[config.mk]
export PLATFORM = sky130hd
export DESIGN_NAME = modbus_rtu_request_parser_flat
export DESIGN_NICKNAME = d
export VERILOG_FILES = /design/src/rtl/mbrtu_pkg.sv /design/src/rtl/mbrtu_if.sv /design/src/rtl/modbus_rtu_request_parser.sv /design/src/flat_wrapper.sv
export SDC_FILE = /design/constraint.sdc
export NUM_CORES = 1
export LEC_CHECK = 0
export BUFFER_PORTS_ARGS = -buffer_cell sky130_fd_sc_hd__buf_4
export CAP_MARGIN = 10
export CORE_UTILIZATION = 51
export CTS_BUF_LIST = sky130_fd_sc_hd__clkbuf_4 sky130_fd_sc_hd__clkbuf_8
export CTS_CLUSTER_SIZE = 25
export DETAILED_ROUTE_END_ITERATION = 7
export GPL_TIMING_DRIVEN = 0
export PLACE_DENSITY = 0.74
export SYNTH_ARGS = -nofsm -noshare
export SYNTH_HDL_FRONTEND = slang
export SYNTH_SLANG_ARGS = --single-unit
[constraint.sdc]
create_clock -name clk -period 20.3 [get_ports clk]
set_clock_uncertainty 0.1 [all_clocks]
set_input_delay 3.045 -clock clk [delete_from_list [all_inputs] [get_ports clk]]
set_output_delay 3.045 -clock clk [all_outputs]
set_load 0.01 [all_outputs]
[src/rtl/mbrtu_pkg.sv]
// shared types, constants and the crc step for the modbus rtu request parser
package mbrtu_pkg;

  localparam int unsigned POS_W             = 10;
  localparam int unsigned MAX_FRAME_DEFAULT = 512;

  localparam logic [7:0]  FC_READ_HOLDING   = 8'h03;
  localparam logic [7:0]  FC_WRITE_SINGLE   = 8'h06;
  localparam logic [7:0]  FC_WRITE_MULTIPLE = 8'h10;
  localparam logic [15:0] MAX_READ_COUNT    = 16'd125;
  localparam logic [15:0] CRC_INIT          = 16'hFFFF;
  localparam logic [15:0] CRC_POLY          = 16'hA001;

  typedef enum logic [2:0] {
    ST_OK         = 3'd0,
    ST_TOO_SHORT  = 3'd1,
    ST_CRC        = 3'd2,
    ST_READ_COUNT = 3'd3,
    ST_BYTE_COUNT = 3'd4,
    ST_WM_LENGTH  = 3'd5,
    ST_OVERLONG   = 3'd6
  } status_t;

  typedef enum logic [1:0] {
    FK_UNSUPPORTED = 2'd0,
    FK_READ        = 2'd1,
    FK_WRITE_ONE   = 2'd2,
    FK_WRITE_MANY  = 2'd3
  } fkind_t;

  typedef enum logic {
    RK_DATA    = 1'b0,
    RK_SUMMARY = 1'b1
  } rkind_t;

  typedef struct packed {
    rkind_t      result_kind;
    status_t     status;
    logic [7:0]  slave_address;
    logic [7:0]  function_code;
    fkind_t      function_kind;
    logic [15:0] start_address;
    logic [15:0] register_count;
    logic [15:0] single_value;
    logic [7:0]  byte_cnt;
    logic [15:0] data_word;
    logic [6:0]  data_index;
  } result_t;

  // one byte of the reflected modbus crc
  function automatic logic [15:0] crc_feed(input logic [15:0] crc, input logic [7:0] b);
    logic [15:0] c;
    c = crc ^ {8'h00, b};
    for (int i = 0; i < 8; i++) begin
      c = c[0] ? ((c >> 1) ^ CRC_POLY) : (c >> 1);
    end
    return c;
  endfunction

endpackage

[src/rtl/mbrtu_if.sv]
// valid/ready channels for request bytes and parser results
interface mbrtu_req_if;
  logic       valid;
  logic       ready;
  logic [7:0] rx_byte;
  logic       frame_end;

  modport source (output valid, output rx_byte, output frame_end, input ready);
  modport sink   (input valid, input rx_byte, input frame_end, output ready);
endinterface

interface mbrtu_res_if;
  logic                 valid;
  logic                 ready;
  mbrtu_pkg::rkind_t    result_kind;
  mbrtu_pkg::status_t   status;
  logic [7:0]           slave_address;
  logic [7:0]           function_code;
  mbrtu_pkg::fkind_t    function_kind;
  logic [15:0]          start_address;
  logic [15:0]          register_count;
  logic [15:0]          single_value;
  logic [7:0]           byte_cnt;
  logic [15:0]          data_word;
  logic [6:0]           data_index;

  modport source (output valid, output result_kind, output status, output slave_address,
                  output function_code, output function_kind, output start_address,
                  output register_count, output single_value, output byte_cnt,
                  output data_word, output data_index, input ready);
  modport sink   (input valid, input result_kind, input status, input slave_address,
                  input function_code, input function_kind, input start_address,
                  input register_count, input single_value, input byte_cnt,
                  input data_word, input data_index, output ready);
endinterface

[src/rtl/modbus_rtu_request_parser.sv]
// modbus rtu request parser top level
// Takes one request byte per cycle while req is ready (a transaction on req, frame_end on
// the last byte) and returns results on res. Each byte is decoded in the cycle it is
// accepted: the frame state and a bytewise crc-16 update sit in front of a result register,
// so a byte can be accepted every cycle and the result it causes is registered there. A
// skid register behind the result register keeps req ready while one result waits; req
// stalls only when both hold results. Write-multiple frames produce provisional data word
// results (they may include the crc bytes), and every frame end produces a summary with
// status and decoded fields. Frames longer than MAX_FRAME bytes report overlong.
module modbus_rtu_request_parser #(
  parameter int unsigned MAX_FRAME = mbrtu_pkg::MAX_FRAME_DEFAULT
) (
  input  logic           clk,
  input  logic           rst,
  mbrtu_req_if.sink      req,
  mbrtu_res_if.source    res
);

  localparam int unsigned POS_W = mbrtu_pkg::POS_W;
  localparam logic [POS_W-1:0] MAX_POS = POS_W'(MAX_FRAME);
  localparam logic [POS_W-1:0] POS_SAT = {POS_W{1'b1}};

  // frame state
  logic [POS_W-1:0] byte_position, byte_position_next;
  logic [15:0]      crc_accumulator, crc_accumulator_next;
  logic [7:0]       tail0, tail0_next;
  logic [7:0]       tail1, tail1_next;
  logic [7:0]       address_byte, address_byte_next;
  logic [7:0]       code_byte, code_byte_next;
  logic [15:0]      start_word, start_word_next;
  logic [15:0]      count_word, count_word_next;
  logic [7:0]       payload_length, payload_length_next;
  logic [7:0]       pending_high_byte, pending_high_byte_next;
  logic             overlong_flag, overlong_flag_next;

  // output and skid registers
  mbrtu_pkg::result_t out_q, skid_q, new_result;
  logic               out_valid, skid_valid, new_valid;

  logic               accept;
  logic               overlong_now;
  logic [15:0]        crc_fed;
  logic [15:0]        rx_crc;
  logic [POS_W-1:0]   data_off;
  mbrtu_pkg::status_t status;
  mbrtu_pkg::fkind_t  kind;

  assign req.ready = !skid_valid;
  assign accept    = req.valid && req.ready;

  always_comb begin
    overlong_now = overlong_flag || (byte_position >= MAX_POS);
    crc_fed = (byte_position >= POS_W'(2)) ? mbrtu_pkg::crc_feed(crc_accumulator, tail1)
                                            : crc_accumulator;
    tail1_next = tail0;
    tail0_next = req.rx_byte;

    address_byte_next   = address_byte;
    code_byte_next      = code_byte;
    start_word_next     = start_word;
    count_word_next     = count_word;
    payload_length_next = payload_length;
    case (byte_position)
      POS_W'(0): address_byte_next   = req.rx_byte;
      POS_W'(1): code_byte_next      = req.rx_byte;
      POS_W'(2): start_word_next     = {req.rx_byte, 8'h00};
      POS_W'(3): start_word_next     = {start_word[15:8], req.rx_byte};
      POS_W'(4): count_word_next     = {req.rx_byte, 8'h00};
      POS_W'(5): count_word_next     = {count_word[15:8], req.rx_byte};
      POS_W'(6): payload_length_next = req.rx_byte;
      default: ;
    endcase

    byte_position_next = (byte_position == POS_SAT) ? byte_position
                                                    : byte_position + POS_W'(1);
    pending_high_byte_next = pending_high_byte;
    new_result = '0;
    new_valid  = 1'b0;
    data_off   = byte_position - POS_W'(7);
    rx_crc     = {tail0_next, tail1_next};
    status     = mbrtu_pkg::ST_OK;
    kind       = mbrtu_pkg::FK_UNSUPPORTED;

    if (!req.frame_end) begin
      if (byte_position >= POS_W'(7) && code_byte == mbrtu_pkg::FC_WRITE_MULTIPLE
          && !overlong_now) begin
        if (!data_off[0]) begin
          pending_high_byte_next = req.rx_byte;
        end else if (data_off < POS_W'(256)) begin
          new_valid              = 1'b1;
          new_result.result_kind = mbrtu_pkg::RK_DATA;
          new_result.data_word   = {pending_high_byte, req.rx_byte};
          new_result.data_index  = data_off[7:1];
        end
      end
    end else begin
      // summary at frame end, checks in precedence order
      case (code_byte_next)
        mbrtu_pkg::FC_READ_HOLDING:   kind = mbrtu_pkg::FK_READ;
        mbrtu_pkg::FC_WRITE_SINGLE:   kind = mbrtu_pkg::FK_WRITE_ONE;
        mbrtu_pkg::FC_WRITE_MULTIPLE: kind = mbrtu_pkg::FK_WRITE_MANY;
        default:                      kind = mbrtu_pkg::FK_UNSUPPORTED;
      endcase
      if (overlong_now) begin
        status = mbrtu_pkg::ST_OVERLONG;
      end else if (byte_position < POS_W'(7)) begin
        status = mbrtu_pkg::ST_TOO_SHORT;
      end else if (rx_crc != crc_fed) begin
        status = mbrtu_pkg::ST_CRC;
      end else if (kind == mbrtu_pkg::FK_READ) begin
        if (count_word_next == 16'd0 || count_word_next > mbrtu_pkg::MAX_READ_COUNT) begin
          status = mbrtu_pkg::ST_READ_COUNT;
        end
      end else if (kind == mbrtu_pkg::FK_WRITE_MANY) begin
        if (byte_position < POS_W'(8)) begin
          status = mbrtu_pkg::ST_WM_LENGTH;
        end else if ({9'd0, payload_length_next} != {count_word_next, 1'b0}) begin
          status = mbrtu_pkg::ST_BYTE_COUNT;
        end else if (byte_position != POS_W'(8) + POS_W'(payload_length_next)) begin
          status = mbrtu_pkg::ST_WM_LENGTH;
        end
      end

      new_valid              = 1'b1;
      new_result.result_kind = mbrtu_pkg::RK_SUMMARY;
      new_result.status      = status;
      if (status == mbrtu_pkg::ST_OK) begin
        new_result.slave_address = address_byte_next;
        new_result.function_code = code_byte_next;
        new_result.function_kind = kind;
        if (kind != mbrtu_pkg::FK_UNSUPPORTED) begin
          new_result.start_address = start_word_next;
        end
        if (kind == mbrtu_pkg::FK_READ || kind == mbrtu_pkg::FK_WRITE_MANY) begin
          new_result.register_count = count_word_next;
        end
        if (kind == mbrtu_pkg::FK_WRITE_ONE) begin
          new_result.single_value = count_word_next;
        end
        if (kind == mbrtu_pkg::FK_WRITE_MANY) begin
          new_result.byte_cnt = payload_length_next;
        end
      end
    end

    crc_accumulator_next = crc_fed;
    overlong_flag_next   = overlong_now;
    // frame end puts the frame state back to its reset values
    if (req.frame_end) begin
      byte_position_next     = '0;
      crc_accumulator_next   = mbrtu_pkg::CRC_INIT;
      tail0_next             = '0;
      tail1_next             = '0;
      address_byte_next      = '0;
      code_byte_next         = '0;
      start_word_next        = '0;
      count_word_next        = '0;
      payload_length_next    = '0;
      pending_high_byte_next = '0;
      overlong_flag_next     = 1'b0;
    end
  end

  always_ff @(posedge clk) begin
    if (rst) begin
      byte_position     <= '0;
      crc_accumulator   <= mbrtu_pkg::CRC_INIT;
      tail0             <= '0;
      tail1             <= '0;
      address_byte      <= '0;
      code_byte         <= '0;
      start_word        <= '0;
      count_word        <= '0;
      payload_length    <= '0;
      pending_high_byte <= '0;
      overlong_flag     <= 1'b0;
    end else if (accept) begin
      byte_position     <= byte_position_next;
      crc_accumulator   <= crc_accumulator_next;
      tail0             <= tail0_next;
      tail1             <= tail1_next;
      address_byte      <= address_byte_next;
      code_byte         <= code_byte_next;
      start_word        <= start_word_next;
      count_word        <= count_word_next;
      payload_length    <= payload_length_next;
      pending_high_byte <= pending_high_byte_next;
      overlong_flag     <= overlong_flag_next;
    end
  end

  // result register with skid stage
  always_ff @(posedge clk) begin
    if (rst) begin
      out_valid  <= 1'b0;
      skid_valid <= 1'b0;
    end else if (!out_valid || res.ready) begin
      if (skid_valid) begin
        out_q      <= skid_q;
        skid_valid <= 1'b0;
      end else if (accept && new_valid) begin
        out_q     <= new_result;
        out_valid <= 1'b1;
      end else begin
        out_valid <= 1'b0;
      end
    end else if (accept && new_valid) begin
      skid_q     <= new_result;
      skid_valid <= 1'b1;
    end
  end

  assign res.valid          = out_valid;
  assign res.result_kind    = out_q.result_kind;
  assign res.status         = out_q.status;
  assign res.slave_address  = out_q.slave_address;
  assign res.function_code  = out_q.function_code;
  assign res.function_kind  = out_q.function_kind;
  assign res.start_address  = out_q.start_address;
  assign res.register_count = out_q.register_count;
  assign res.single_value   = out_q.single_value;
  assign res.byte_cnt       = out_q.byte_cnt;
  assign res.data_word      = out_q.data_word;
  assign res.data_index     = out_q.data_index;

endmodule

[src/flat_wrapper.sv]
// flat-port wrapper written by rule: the top's interface ports become plain ports
module modbus_rtu_request_parser_flat 
#(
  parameter int unsigned MAX_FRAME = mbrtu_pkg::MAX_FRAME_DEFAULT
)
  (clk, rst, req_valid, req_rx_byte, req_frame_end, req_ready, res_valid, res_result_kind, res_status, res_slave_address, res_function_code, res_function_kind, res_start_address, res_register_count, res_single_value, res_byte_cnt, res_data_word, res_data_index, res_ready);
  mbrtu_req_if req_i ();
  mbrtu_res_if res_i ();
  input  logic clk;
  input  logic rst;
  input wire logic [$bits(req_i.valid)-1:0] req_valid;
  input wire logic [$bits(req_i.rx_byte)-1:0] req_rx_byte;
  input wire logic [$bits(req_i.frame_end)-1:0] req_frame_end;
  output wire logic [$bits(req_i.ready)-1:0] req_ready;
  output wire logic [$bits(res_i.valid)-1:0] res_valid;
  output wire logic [$bits(res_i.result_kind)-1:0] res_result_kind;
  output wire logic [$bits(res_i.status)-1:0] res_status;
  output wire logic [$bits(res_i.slave_address)-1:0] res_slave_address;
  output wire logic [$bits(res_i.function_code)-1:0] res_function_code;
  output wire logic [$bits(res_i.function_kind)-1:0] res_function_kind;
  output wire logic [$bits(res_i.start_address)-1:0] res_start_address;
  output wire logic [$bits(res_i.register_count)-1:0] res_register_count;
  output wire logic [$bits(res_i.single_value)-1:0] res_single_value;
  output wire logic [$bits(res_i.byte_cnt)-1:0] res_byte_cnt;
  output wire logic [$bits(res_i.data_word)-1:0] res_data_word;
  output wire logic [$bits(res_i.data_index)-1:0] res_data_index;
  input wire logic [$bits(res_i.ready)-1:0] res_ready;
  assign req_i.valid = req_valid;
  assign req_i.rx_byte = req_rx_byte;
  assign req_i.frame_end = req_frame_end;
  assign req_ready = req_i.ready;
  assign res_valid = res_i.valid;
  assign res_result_kind = res_i.result_kind;
  assign res_status = res_i.status;
  assign res_slave_address = res_i.slave_address;
  assign res_function_code = res_i.function_code;
  assign res_function_kind = res_i.function_kind;
  assign res_start_address = res_i.start_address;
  assign res_register_count = res_i.register_count;
  assign res_single_value = res_i.single_value;
  assign res_byte_cnt = res_i.byte_cnt;
  assign res_data_word = res_i.data_word;
  assign res_data_index = res_i.data_index;
  assign res_i.ready = res_ready;
  modbus_rtu_request_parser #(.MAX_FRAME(MAX_FRAME)) u_core (.clk(clk), .rst(rst), .req(req_i), .res(res_i));
endmodule
# After elaboration in Yosys (flattened, before gate mapping)
# Index checks and enable logic that the tools add are counted.
[totals]
regBits = 311
in_bits = 13
output_inout_bits = 103
[classes]
n_addsub = 3
n_lt_le_gt_ge = 7
eq_ne = 19
n_mux = 58
bitwise = 12
n_reduce_logical = 23
[op_table]
columns = ["operator", "count"]
rows = [
  ["2-to-1 mux 16 bit", 15],
  ["2-to-1 mux 101 bit", 2],
  ["2-to-1 mux 8 bit", 12],
  ["2-to-1 mux 23 bit", 4],
  ["2-to-1 mux 77 bit", 1],
  ["2-to-1 mux 74 bit", 1],
  ["case mux 16 bit (2 select lines)", 2],
  ["== test 10 x 3 -> 1 bit (second input constant)", 3],
  ["2-to-1 mux 3 bit", 9],
  ["inverter 2 -> 3 bit", 8],
  ["== test 10 x 2 -> 1 bit (second input constant)", 2],
  ["2-to-1 mux 10 bit", 2],
  ["!= test 8 x 17 -> 1 bit", 1],
  ["== test 8 x 5 -> 1 bit (second input constant)", 2],
  ["> comparator 16 x 7 -> 1 bit (second input constant)", 1],
  ["logical NOT 16 bit", 1],
  ["!= test 16 bit", 1],
  ["XOR 16 x 8 -> 16 bit", 1],
  ["adder 10 x 1 -> 10 bit (second input constant)", 1],
  ["== test 10 x 1 -> 1 bit (second input constant)", 1],
  ["== test 10 bit (second input constant)", 1],
  [">= comparator 10 bit (second input constant)", 1],
  [">= comparator 10 x 2 -> 1 bit (second input constant)", 1],
  [">= comparator 10 x 3 -> 1 bit (second input constant)", 1],
  ["24 further kinds", 48],
]

# Depth between registers and ports, before layout
[depth]
depth_word = 28
mapped_depth = 20

# Worst setup path after synthesis
# No wires, ideal clock.
[synth_path]
path_type = "input to register"
from = "in req_valid"
to = "reg u_core.out_q, in the netlist u_core.res.byte_cnt[0], enable pin"
arrival_ps = 8607
path_slack_ps = 10999
cell_stages = 5
n_path_buf = 1
path_cell_list = "nor2b_1 -> clkbuf_1 -> o211ai_1 -> a21boi_0 -> a21oi_1"
[synth_between]
elab_chain_len = 4
[synth_lines]
columns = ["element", "line_no", "rtl"]
rows = [
  ["from (decl)", "flat_wrapper.sv:11", "input wire logic [$bits(req_i.valid)-1:0] req_valid;"],
  ["logical AND 1 bit", "modbus_rtu_request_parser.sv:49", "assign accept = req.valid && req.ready;"],
  ["logical AND 1 bit", "modbus_rtu_request_parser.sv:201", "end else if (accept && new_valid) begin"],
  ["nonzero test 2 bit (no line)", "n/a", ""],
  ["AND reduction 3 bit (no line)", "n/a", ""],
  ["to (signal assigned)", "modbus_rtu_request_parser.sv:199", "out_q <= skid_q;"],
  ["to (signal assigned)", "modbus_rtu_request_parser.sv:202", "out_q <= new_result;"],
  ["to (decl)", "modbus_rtu_request_parser.sv:37", "mbrtu_pkg::result_t out_q, skid_q, new_result;"],
]
# Every way passes these cells.
# A chain may end at the register's enable or synchronous reset.

# Worst setup path in the final report
[layout_path]
from = "in req_rx_byte[3]"
to = "reg u_core.out_q, in the netlist u_core.res.start_address[15] (data pin)"
[layout_between]
elab_chain_len = 17
[layout_lines]
columns = ["element", "line_no", "rtl"]
rows = [
  ["from (decl)", "flat_wrapper.sv:12", "input wire logic [$bits(req_i.rx_byte)-1:0] req_rx_byte;"],
  ["2-to-1 mux 8 bit", "modbus_rtu_request_parser.sv:63", "case (byte_position)"],
  ["adder 4 x 8 -> 9 bit", "modbus_rtu_request_parser.sv:119", "end else if (byte_position != POS_W'(8) + POS_W'(payload_length_next)) begin"],
  ["!= test 10 bit", "modbus_rtu_request_parser.sv:119", ""],
  ["2-to-1 mux 3 bit", "modbus_rtu_request_parser.sv:119", ""],
  ["2-to-1 mux 3 bit", "modbus_rtu_request_parser.sv:117", "end else if ({9'd0, payload_length_next} != {count_word_next, 1'b0}) begin"],
  ["2-to-1 mux 3 bit", "modbus_rtu_request_parser.sv:115", "if (byte_position < POS_W'(8)) begin"],
  ["2-to-1 mux 3 bit", "modbus_rtu_request_parser.sv:114", "end else if (kind == mbrtu_pkg::FK_WRITE_MANY) begin"],
  ["2-to-1 mux 3 bit", "modbus_rtu_request_parser.sv:110", "end else if (kind == mbrtu_pkg::FK_READ) begin"],
  ["2-to-1 mux 3 bit", "modbus_rtu_request_parser.sv:108", "end else if (rx_crc != crc_fed) begin"],
  ["2-to-1 mux 3 bit", "modbus_rtu_request_parser.sv:106", "end else if (byte_position < POS_W'(7)) begin"],
  ["2-to-1 mux 3 bit", "modbus_rtu_request_parser.sv:104", "if (overlong_now) begin"],
  ["2-to-1 mux 3 bit", "modbus_rtu_request_parser.sv:84", "if (!req.frame_end) begin"],
  ["logical NOT 3 bit", "modbus_rtu_request_parser.sv:127", "if (status == mbrtu_pkg::ST_OK) begin"],
  ["2-to-1 mux 74 bit (*)", "modbus_rtu_request_parser.sv:127", ""],
  ["2-to-1 mux 77 bit (*)", "modbus_rtu_request_parser.sv:84", ""],
  ["2-to-1 mux 101 bit (*)", "modbus_rtu_request_parser.sv:201", ""],
  ["2-to-1 mux 101 bit (*)", "modbus_rtu_request_parser.sv:198", "if (skid_valid) begin"],
]
# Mark *: on every way between the ends. The rest lies on a longest branch, timed or not. The select of a mux whose other input is x is not followed.

==> out/results.ini <==
[timing]
setup_viol=0
fmax_ghz=0.136
worstMarginPinSlew_ps=1240
slew_headroom_pct=16.6
fin_tns_setup_ps=0
min_period_over_period_pct=36.2
rsz0062_at_grt=no
drv_slew=0
period_needed_ps=7350
setup_slack_ps=12950
final-hold-violation-count=0

[synthesis]
yosysTopAreaCell=edfxtp_1
synth_top_area_share_pct=42.8
synth-edff-count=202
ys_top_cells_by_count=edfxtp_1, nand2_1, nor2_1, dfxtp_1, o31ai_1
yosysUniqueCellTypes=62
yosys_warnings=0
netlist_area_um2=14200
seq_area_frac_synth_pct=58.2
synth_area_per_cell_um2=10.7
synth_area_leaders=edfxtp_1, dfxtp_1, nand2_1, o31ai_1, nor2_1
yosysMostFrequentCell=edfxtp_1
syn_inst=1325
synth_flop_cell=edfxtp_1
ys_ff_latch=311
async_flop_share_pct=0

[power_and_ir_drop]
ir_worst_vdd_mv=0.0545
p_per_area_nw_per_um2=78.2
p_leak_nw=5.70

[route]
dr.pass1.iters=6
drc=0
ant_nets=0
avgViaCountPerCell=5.95
num_vias=11400
routed_wl_um=40100
first_iter_violations=1232
avgRoutedWirePerCell_um=21.0

[placement]
hpwl_um=27800
io_buffers=109
gp_congestion=0.956
pre_cts_slack_ps=12590

[worst_setup_path]
path_class=in2reg
cp-start-kind=primary input
endpoint_kind=flop
crit_required_ps=20580
worstPathArrival_ps=7630
worstPathMaxFanout=10

[die]
start_util_pct=52.3
die_x_um=169
std_cell_rows=60
die_h_um=169
coreArea_um2=27100
die_area_um2=28500
num_io_pins=116

[clock_network]
cts-root-buf=clkbuf_8
cts_setup_buffers=0
cts_tree=built
clkTransAtPathRegs_ps=60
hold_buffers=0
cts.sinks=311
numCtsBuffers=51
ctsResizeCount=0
clk_latency_ps=590
clk_path_buf_depth=3
h-tree-depth=2

[finish]
register_area_um2=8250
syn_to_final_growth_pct=17.2
fillers=2253
multiInputGateArea_um2=5450
insertedDiodeCount=0
final_nets=1519
drive_above_1_share_pct=16.4

[global_route]
gr-total-overflow=0
antenna_found_initial=0
grt_pass1_vias=10700
grt_max_degree=37
grt_util_all_layers_pct=28.1
grt_pass1_wl_um=61200

[run]
maxCapViolCount=0

[run_status]
status=complete, no violations

[hold_path]
hold_class=reg2reg

## registers in the layout (all words and copies together), names as in the netlist, 10 cells and up
name	cells
u_core.crc_accumulator	16
u_core.res.single_value	16
u_core.count_word	16
u_core.res.data_word	16
u_core.start_word	16
u_core.byte_position	10
u_core.skid_q	101
u_core.res.register_count	16
u_core.res.start_address	16
## cell families (layout without fill, tap and decap cells)
kind of cell               count (synthesis)  count (layout)  synth area share [%]
and+or+nand+nor                          514             514                  16.9
adders and majority gates                  5               5                 0.441
buffers and inverters                    121             329                  3.74
muxes                                     47              47                  3.47
AOI/OAI and AO/OA                        259             259                  12.8
DFF                                      311             311                  58.2
other                                      1              10                0.0264
xor gates and xnor gates                  67              67                  4.44
## cells in the final DEF, fill, tap and decap left out, drive strengths merged, types with 4 or more instances in the layout
| master | n |
|---|---|
| o21ai | 10 |
| nand3 | 37 |
| conb | 10 |
| and2 | 17 |
| edfxtp | 202 |
| a22oi | 69 |
| and3 | 30 |
| nor2 | 147 |
| buf | 147 |
| clkinv | 24 |
| or4 | 8 |
| a31oi | 6 |
| a21o | 4 |
| nand2 | 155 |
| a21oi | 65 |
| nor2b | 10 |
| ha | 5 |
| clkbuf | 141 |
| inv | 15 |
| dfxtp | 109 |
| xor2 | 27 |
| mux2 | 17 |
| nor4 | 10 |
| xnor2 | 37 |
| mux2i | 30 |
| o31ai | 80 |
| o211ai | 10 |
| or3 | 6 |
| nand4 | 7 |
| nor3 | 75 |
## through the flow
stage	hold WS, ps	std cells	cell area, um^2	total power, mW	util, %
after floorplan	336	1334	14200	0.740	-
after global placement	348	1815	15500	0.772	57.2
after detailed placement	352	1820	15600	0.773	57.6
after CTS	361	1914	16600	1.30	61.3
after global routing	393	1914	16600	1.34	61.3
final	367	1914	16600	1.30	61.3
## worst max-delay path, cell delays in order
cell and delay (ps):
clkbuf_1 620, clkinv_1 750, nor2_1 250, a21oi_1 100, inv_1 160, ha_1 230
nand3_1 110, xnor2_1 170, mux2i_1 200, xnor2_1 80, nor3_1 410, nand3_1 140
o21ai_1 310, nand4_1 400, buf_2 320, o31ai_1 320
## per-layer routing
metal	wire (um)	GRT usage [%]	vias to the layer above
li1	-	-	5206
met1	16200	37.3	5456
met2	18500	44.6	592
met3	3520	5.07	126
met4	1910	13.4	0
met5	0	0	-
## layout make-up
class	instances	area share (%)
plain buffers	105	2.83
clock buffers	69	5.07
clock inverters	25	0.919
inverters	16	0.361
multi-input cells	902	32.8
flip-flops and latches	311	49.6
well taps	372	2.80
repair buffers	114	5.57
## final timing paths
| path | startpoint | to | slack (ps) | depth (start not counted) |
|---|---|---|---|---|
| worst max-delay path | req_rx_byte[3] | u_core.res.start_address[15]$_DFFE_PP_ | 12950 | 16 |
| worst min-delay path | u_core.tail0[7]$_SDFFE_PP0P_ | u_core.tail0[7]$_SDFFE_PP0P_ | 370 | 2 |
| worst max register to register | u_core.byte_position[9]$_SDFFE_PP0P_ | u_core.res.start_address[15]$_DFFE_PP_ | 15050 | 17 |
| worst min register to register | u_core.tail0[7]$_SDFFE_PP0P_ | u_core.tail0[7]$_SDFFE_PP0P_ | 370 | 2 |
## report_power, final
part	total, mW	internal, mW	switching [mW]
Sequential	0.684	0.679	0.00456
Clock	0.537	0.284	0.253
Combinational	0.0782	0.0231	0.0551
Power figures use the tool's default switching activity.
